<file path="src/rtl/core/dmic_pkg.sv">
// ----------------------------------------------------------------------------
// dmic_pkg
// Shared types, constants and output select codes for the direct-mapped
// instruction cache.
// ----------------------------------------------------------------------------
package dmic_pkg;

   // Address and line geometry
   localparam int unsigned ADDR_BITS          = 32;
   localparam int unsigned WORD_BITS          = 32;
   localparam int unsigned WORDS_PER_LINE     = 8;
   localparam int unsigned WORD_SEL_BITS      = 3;
   localparam int unsigned WORD_LSB           = 2;
   localparam int unsigned OFFSET_BITS        = 5;
   localparam int unsigned TAG_LSB            = 12;
   localparam int unsigned TAG_BITS           = 20;
   localparam int unsigned LINE_COUNT_DEFAULT = 512;

   // Cycle charges reported with results
   localparam logic [5:0] HIT_CYCLES  = 6'd2;
   localparam logic [5:0] MISS_CYCLES = 6'd48;

   // Input item kinds
   localparam logic [1:0] KIND_FETCH  = 2'd0;
   localparam logic [1:0] KIND_PROBE  = 2'd1;
   localparam logic [1:0] KIND_REFILL = 2'd2;

   // Result item kinds
   localparam logic [1:0] RESULT_INSTR   = 2'd0;
   localparam logic [1:0] RESULT_REQUEST = 2'd1;
   localparam logic [1:0] RESULT_REPORT  = 2'd2;

   // Output register source select
   localparam logic [1:0] OUT_HIT_WORD    = 2'd0;
   localparam logic [1:0] OUT_REQUEST     = 2'd1;
   localparam logic [1:0] OUT_REPORT      = 2'd2;
   localparam logic [1:0] OUT_REFILL_WORD = 2'd3;

   typedef struct packed {
      logic [1:0]  kind;
      logic [31:0] address;
      logic [31:0] refill_word;
   } req_type;

   typedef struct packed {
      logic [1:0]  result_kind;
      logic [31:0] request_address;
      logic [31:0] instruction;
      logic [5:0]  stall_cycles;
      logic        was_hit;
      logic        last;
   } rsp_type;

   // Controller to datapath
   typedef struct packed {
      logic       accept;
      logic       clear_wr;
      logic       out_load;
      logic [1:0] out_sel;
      logic       miss_start;
      logic       refill_wr;
      logic       probe_fill;
      logic       req_next;
   } cmd_type;

   // Datapath to controller
   typedef struct packed {
      logic [1:0] kind;
      logic       hit;
      logic       busy;
      logic       refill_last;
      logic       req_last;
      logic       clear_last;
      logic       out_ready;
   } status_type;

endpackage

</file>
<file path="src/rtl/core/dmic_ctrl.sv">
// ----------------------------------------------------------------------------
// dmic_ctrl
// Sequencer for the cache: clearing pass, item intake, hit/miss decision and
// read request emission.
// ----------------------------------------------------------------------------
module dmic_ctrl (
   input  logic                 clock,
   input  logic                 reset,
   input  logic                 req_valid,
   output logic                 req_stall,
   input  dmic_pkg::status_type stat,
   output dmic_pkg::cmd_type    cmd
);
   import dmic_pkg::*;

   localparam logic [1:0] ST_CLEAR  = 2'd0;
   localparam logic [1:0] ST_IDLE   = 2'd1;
   localparam logic [1:0] ST_DECIDE = 2'd2;
   localparam logic [1:0] ST_REQ    = 2'd3;

   logic [1:0] state_ff;
   logic [1:0] state_in;

   assign req_stall = (state_ff != ST_IDLE);

   // Next state and commands
   always_comb begin
      state_in = state_ff;
      cmd      = '0;
      unique case (state_ff)
         ST_CLEAR: begin
            cmd.clear_wr = 1'b1;
            if (stat.clear_last) begin
               state_in = ST_IDLE;
            end
         end
         ST_IDLE: begin
            if (req_valid) begin
               cmd.accept = 1'b1;
               state_in   = ST_DECIDE;
            end
         end
         ST_DECIDE: begin
            unique case (stat.kind)
               KIND_FETCH: begin
                  if (stat.busy) begin
                     state_in = ST_IDLE;
                  end else if (stat.hit) begin
                     if (stat.out_ready) begin
                        cmd.out_load = 1'b1;
                        cmd.out_sel  = OUT_HIT_WORD;
                        state_in     = ST_IDLE;
                     end
                  end else begin
                     cmd.miss_start = 1'b1;
                     state_in       = ST_REQ;
                  end
               end
               KIND_PROBE: begin
                  if (stat.out_ready) begin
                     cmd.out_load   = 1'b1;
                     cmd.out_sel    = OUT_REPORT;
                     cmd.probe_fill = !stat.hit;
                     state_in       = ST_IDLE;
                  end
               end
               KIND_REFILL: begin
                  if (!stat.busy) begin
                     state_in = ST_IDLE;
                  end else if (!stat.refill_last) begin
                     cmd.refill_wr = 1'b1;
                     state_in      = ST_IDLE;
                  end else if (stat.out_ready) begin
                     cmd.refill_wr = 1'b1;
                     cmd.out_load  = 1'b1;
                     cmd.out_sel   = OUT_REFILL_WORD;
                     state_in      = ST_IDLE;
                  end
               end
               default: begin
                  state_in = ST_IDLE;
               end
            endcase
         end
         ST_REQ: begin
            if (stat.out_ready) begin
               cmd.out_load = 1'b1;
               cmd.out_sel  = OUT_REQUEST;
               cmd.req_next = 1'b1;
               if (stat.req_last) begin
                  state_in = ST_IDLE;
               end
            end
         end
         default: begin
            state_in = ST_IDLE;
         end
      endcase
   end

   always_ff @(posedge clock) begin
      if (reset) begin
         state_ff <= ST_CLEAR;
      end else begin
         state_ff <= state_in;
      end
   end

endmodule

</file>
<file path="config.mk">
export PLATFORM = sky130hd
export DESIGN_NAME = dmic_ctrl
export DESIGN_NICKNAME = d
export VERILOG_FILES = /design/src/rtl/core/dmic_pkg.sv /design/src/rtl/core/dmic_ctrl.sv
export SDC_FILE = /design/constraint.sdc
export NUM_CORES = 1
export LEC_CHECK = 0
export BUFFER_PORTS_ARGS = -buffer_cell sky130_fd_sc_hd__buf_2
export CORE_AREA = 3 3 40 42
export CTS_CLUSTER_DIAMETER = 120
export CTS_CLUSTER_SIZE = 30
export DETAILED_ROUTE_END_ITERATION = 6
export DIE_AREA = 0 0 43 45
export PLACE_DENSITY_LB_ADDON = 0.08
export SETUP_SLACK_MARGIN = 0.5
export SLEW_MARGIN = 20
export SYNTH_ARGS = -nofsm -noshare
export SYNTH_HDL_FRONTEND = slang
export SYNTH_SLANG_ARGS = --single-unit
</file>
<file path="constraint.sdc">
create_clock -name clock -period 1.4 [get_ports clock]
set_clock_uncertainty 0.05 [all_clocks]
set_input_delay 0.35 -clock clock [delete_from_list [all_inputs] [get_ports clock]]
set_output_delay 0.35 -clock clock [all_outputs]
set_load 0.03 [all_outputs]
</file>
==> results of run 1 <==
## synthesized netlist by cell type
cell type | n | area [µm²]
or2b_1 | 1 | 7.51
a21bo_1 | 1 | 10.0
nor3_1 | 2 | 10.0
nand4b_1 | 1 | 8.76
and2b_2 | 1 | 8.76
dfxtp_1 | 2 | 40.0
o41ai_2 | 1 | 16.3
o21bai_1 | 1 | 7.51
and2_1 | 2 | 12.5
nor2_1 | 1 | 3.75
o21ai_0 | 2 | 10.0
and2_2 | 1 | 7.51
nand3b_1 | 1 | 7.51
ha_1 | 4 | 50.1
a21oi_1 | 4 | 20.0
nor4_2 | 1 | 12.5
nor2b_1 | 1 | 6.26
nand3_1 | 1 | 5.00
inv_1 | 6 | 22.5
a2111oi_0 | 1 | 8.76
a2111oi_1 | 1 | 10.0
nand2_1 | 3 | 11.3
o221ai_2 | 1 | 15.0
o21a_1 | 3 | 22.5
## timing repair
action,in CTS,in global routing
hold buffers,0,0
endpoints found under the setup margin,12,12
setup buffers,1,7
resized for setup,25,10
pin swaps,6,8
## cell families after synthesis
family | Yosys count | share of synthesized area
simple gates | 16 | 0.303
flops | 2 | 0.120
fa+ha+maj | 4 | 0.150
compound gates | 15 | 0.360
buf+inv | 6 | 0.0674
## worst paths after layout
| path | cells past startpoint | to | startpoint |
|---|---|---|---|
| setup / recovery | 6 | cmd[6] | state_ff[0] |
| hold / removal | 2 | state_ff[0] | reset |
| setup reg to reg | 7 | state_ff[1] | state_ff[0] |
| hold reg to reg | 3 | state_ff[1] | state_ff[1] |
## worst max-delay path, stage by stage, from the launching register on
cell	delay, ns
dfxtp_4	0.37
inv_4	0.04
ha_4	0.19
nand2_4	0.07
a21oi_2	0.04
o21a_2	0.22
buf_6	0.13
## per-layer routing
metal,track usage,part of all wire,vias to the layer above
li1,-,-,243
met3,0.00797,0.047,0
met2,0.222,0.55,12
met4,0.0904,0,0
met5,0,0,-
met1,0.160,0.40,219
## area by class of cell
type | instances | share of cell area
multi-input combinational | 35 | 0.464
timing repair buffer | 39 | 0.392
sequential | 2 | 0.0552
inverter | 6 | 0.0406
clock buffer | 3 | 0.0261
tap | 15 | 0.0218
## where the power goes
part / switching [mW] / internal (mW) / total [mW] / leakage, nW
combinational: 0.152 / 0.173 / 0.325 / 0.346
sequential: 0.0124 / 0.0648 / 0.0772 / 0.0178
clock: 0.0283 / 0.0942 / 0.122 / 0.0138
total: 0.193 / 0.332 / 0.525 / 0.378
## metrics by stage
step | area, µm² | TNS [ns] | setup slack (ns) | hold WS (ns)
5_1_grt | 862 | -3.02 | -0.328 | 0.327
2_1_floorplan | 463 | 0 | 0.0229 | 0.375
4_1_cts | 785 | -1.94 | -0.271 | 0.293
6_report | 862 | -2.35 | -0.275 | 0.314
3_3_place_gp | 677 | -1.33 | -0.251 | 0.518
3_5_place_dp | 677 | -1.38 | -0.292 | 0.524
==> flow_summary.ini, run 1 <==
[routing]
dr.pass1.iters = 2
drtIter0Drc = 1
routedWlPerCell_um = 12.8
vias = 474
drtAntennaViolNets = 0
routed_wl_um = 1280
vias_per_cell = 4.74
drc_errors = 0

[final_layout]
fin_util = 0.671
top_register = state_ff
fin_nets = 102
area_growth_pct = 158
multi_input_area_um2 = 400
final_cell_mix = buf_4 (17), buf_6 (12), buf_2 (8)
final_common_cell = buf_4
fill_cells = 115
reg_top3 = state_ff (2)
final-seq-area_um2 = 47.5
drive_gt1_frac = 0.812
antennaDiodeCount = 0
stdcell_count = 100
largest_reg_flops = 2

[grt]
antenna_found_initial = 0
first_global_vias = 481
grt_max_degree = 7
grtUsageTotal = 0.131
grt_overflow = 0
grt_pass1_wl_um = 1950

[clocking]
clk_path_buf_depth = 2
cts_sinks = 2
numCtsBuffers = 3
cts_tree = built
clock_latency_ns = 0.22
clk_pin_slew_worst_paths_ns = 0.03
cts_root_buffer = clkbuf_4
cts_max_level = 1

[min_path]
hp-class = in2reg

[setup_path]
rrSetupSlack_ns = -0.16
cp.arrival_ns = 1.27
endpoint_kind = primary output
cp-start-kind = register
required_ns = 1.00
crit_path_max_fanout = 6
critPathKind = reg2out

[timing]
rsz0062_at_grt = yes
fmax_ghz = 0.597
slew_viol_final = 0
final.period_utilization = 1.20
hold_viol = 0
fin_crit_ns = 1.67
setup_violations = 12
relSlewSlack = 0.681
worstMarginPinSlew_ns = 0.477
worst_slack_ns = -0.275

[power_and_ir_drop]
p_total_uw = 525
ir_drop_mv = 0.604
p_leak_nw = 0.378
p_per_area_mw_per_mm2 = 609

[place]
routabilityCongestion = 0.798
port_buffers = 20
dp.final_hpwl_um = 889
dp_cells = 89

[logic_synthesis]
yosysWarnings = 0
syn_nets = 58
yosysSeqAreaShare = 0.120
avgSynthCellArea_um2 = 7.77
synth_area_um2 = 334
synthCells = 43
synthDistinctLibCells = 24
synth_seq_cells = 2

[floorplanning]
die_w_um = 43
initial_core_util = 0.260
dieArea_mm2 = 0.00194
rows = 13
num_io_pins = 21
core_area_mm2 = 0.00128
die_height_um = 45

[outcome]
violations = negative setup slack
outcome = finished with violations

[flow_run]
maxCapViolations = 0
Note: power is estimated with default switching activity, not from simulation.
==> run 2: changes to the inputs <==
--- a/config.mk
+++ b/config.mk
@@ -6,11 +6,11 @@
 export NUM_CORES = 1
 export LEC_CHECK = 0
 export BUFFER_PORTS_ARGS = -buffer_cell sky130_fd_sc_hd__buf_2
-export CORE_AREA = 3 3 40 42
+export CORE_AREA = 2 2 39 41
 export CTS_CLUSTER_DIAMETER = 120
 export CTS_CLUSTER_SIZE = 30
 export DETAILED_ROUTE_END_ITERATION = 6
-export DIE_AREA = 0 0 43 45
+export DIE_AREA = 0 0 41 43
 export PLACE_DENSITY_LB_ADDON = 0.08
 export SETUP_SLACK_MARGIN = 0.5
 export SLEW_MARGIN = 20
==> run 2 against run 1 <==
  * Via count is 7.8% lower
  * Flip-flop and latch count stayed put
  * Routed wire length is 22% lower
  * Non-clock buffer count is 7 lower
  * Largest power group unchanged
  * The flow still finishes with violations (negative setup slack)
==> flow_summary.ini, run 2 (synthesis results as in run 1) <==
[floorplanning]
die_height_um = 43
num_io_pins = 21
rows = 14
die_w_um = 41
core_area_mm2 = 0.00138
initial_core_util = 0.241
dieArea_mm2 = 0.00176

[final_layout]
final_cell_mix = buf_4 (12), buf_2 (10), buf_6 (10)
fin_nets = 95
area_growth_pct = 131
largest_reg_flops = 2
drive_gt1_frac = 0.782
fin_util = 0.557
top_register = state_ff
antennaDiodeCount = 0
final_common_cell = buf_4
reg_top3 = state_ff (2)
fill_cells = 124
stdcell_count = 94

[min_path]
hp-class = in2reg
hold_path_startpoint = reset
holdPathStages = 2
min_to = state_ff[0]

[clocking]
postCtsHoldBufs = 0
clock_latency_ns = 0.22
clk_pin_slew_worst_paths_ns = 0.03
clk_path_buf_depth = 2
cts_sinks = 2
cts_root_buffer = clkbuf_4
cts_max_level = 1
cts_tree = built
numCtsBuffers = 3

[setup_path]
crit_path_max_fanout = 5
rr_worst_depth = 6
required_ns = 1.00
path_delay_family = flip-flops
slowest_stage = dfxtp_4
path_buf_inv = 2
endpoint_kind = primary output
timing.rr.start = state_ff[0]
cp_slowest_stage_delay_ns = 0.36
worstPathCellList = inv_4 > ha_4 > nand2_4 > a21oi_2 > o21a_2 > buf_6
rrSetupSlack_ns = -0.03
cp-start-kind = register
critPathKind = reg2out
cp.arrival_ns = 1.24
r2r-end = state_ff[0]

[power_and_ir_drop]
ir_drop_mv = 0.600
p_leak_nw = 0.334
p_per_area_mw_per_mm2 = 618

[timing]
final.period_utilization = 1.17
rsz0062_at_grt = yes
setup_violations = 11
fin_setup_tns_ns = -1.67
worst_slack_ns = -0.241
slew_viol_final = 0
fmax_ghz = 0.609
worstMarginPinSlew_ns = 0.513
hold_viol = 0
relSlewSlack = 0.649
fin_crit_ns = 1.64

[place]
port_buffers = 20
dp.final_hpwl_um = 824
dp_cells = 89
routabilityCongestion = 0.662

[grt]
antenna_found_initial = 0
grt_pass1_wl_um = 1490
first_global_vias = 391
grt_max_degree = 8
grt_overflow = 0
grtUsageTotal = 0.121

[outcome]
outcome = finished with violations
violations = negative setup slack

[routing]
routedWlPerCell_um = 10.6
vias = 437
dr.pass1.iters = 1
drtAntennaViolNets = 0
drtIter0Drc = 0
drc_errors = 0
routed_wl_um = 999
vias_per_cell = 4.65

[flow_run]
maxCapViolations = 0
[run 2: metal layers]
metal	share of wire	vias to the layer above	GRT usage
li1	-	232	-
met1	0.46	192	0.165
met2	0.49	13	0.188
met3	0.043	0	0.0314
met4	0	0	0.0200
met5	0	-	0
[run 2: cell type report]
cell class / instances / area [µm²] / share of cell area
sequential: 2 / 47.5 / 0.0617
tap: 16 / 20.0 / 0.0260
clock buffer: 3 / 22.5 / 0.0292
inverter: 6 / 32.5 / 0.0422
timing repair buffer: 32 / 253 / 0.328
multi-input combinational: 35 / 395 / 0.513
[run 2: report_power, final]
part	switching, mW	total (mW)	internal (mW)
registers	0.0113	0.0761	0.0648
clock network	0.0297	0.124	0.0943
logic	0.138	0.276	0.138
[run 2: worst max path at each step]
stage / from / endpoint / slack, ns / depth (start not counted)
4_1_cts: state_ff[0] / cmd[6] / -0.27 / 6
3_5_place_dp: stat[6] / cmd[6] / -0.27 / 5
6_report: state_ff[0] / cmd[6] / -0.24 / 6
2_1_floorplan: state_ff[0] / cmd[1] / 0.02 / 4
5_1_grt: stat[6] / cmd[6] / -0.31 / 5
3_3_place_gp: stat[6] / cmd[6] / -0.26 / 5
[run 2: stage by stage]
stage	setup WS, ns	total power, mW	hold WS, ns	area (µm²)
after detailed placement	-0.266	0.317	0.504	658
after global placement	-0.257	0.317	0.500	658
after global routing	-0.314	0.516	0.274	771
after CTS	-0.267	0.484	0.280	754
final	-0.241	0.476	0.284	771
after floorplan	0.0229	0.230	0.375	463
[run 2: repair_timing]
item                                    CTS  global route
setup buffers                             1             1
pin swaps                                 2             1
endpoints found under the setup margin   12            12
resized for setup                        23             2
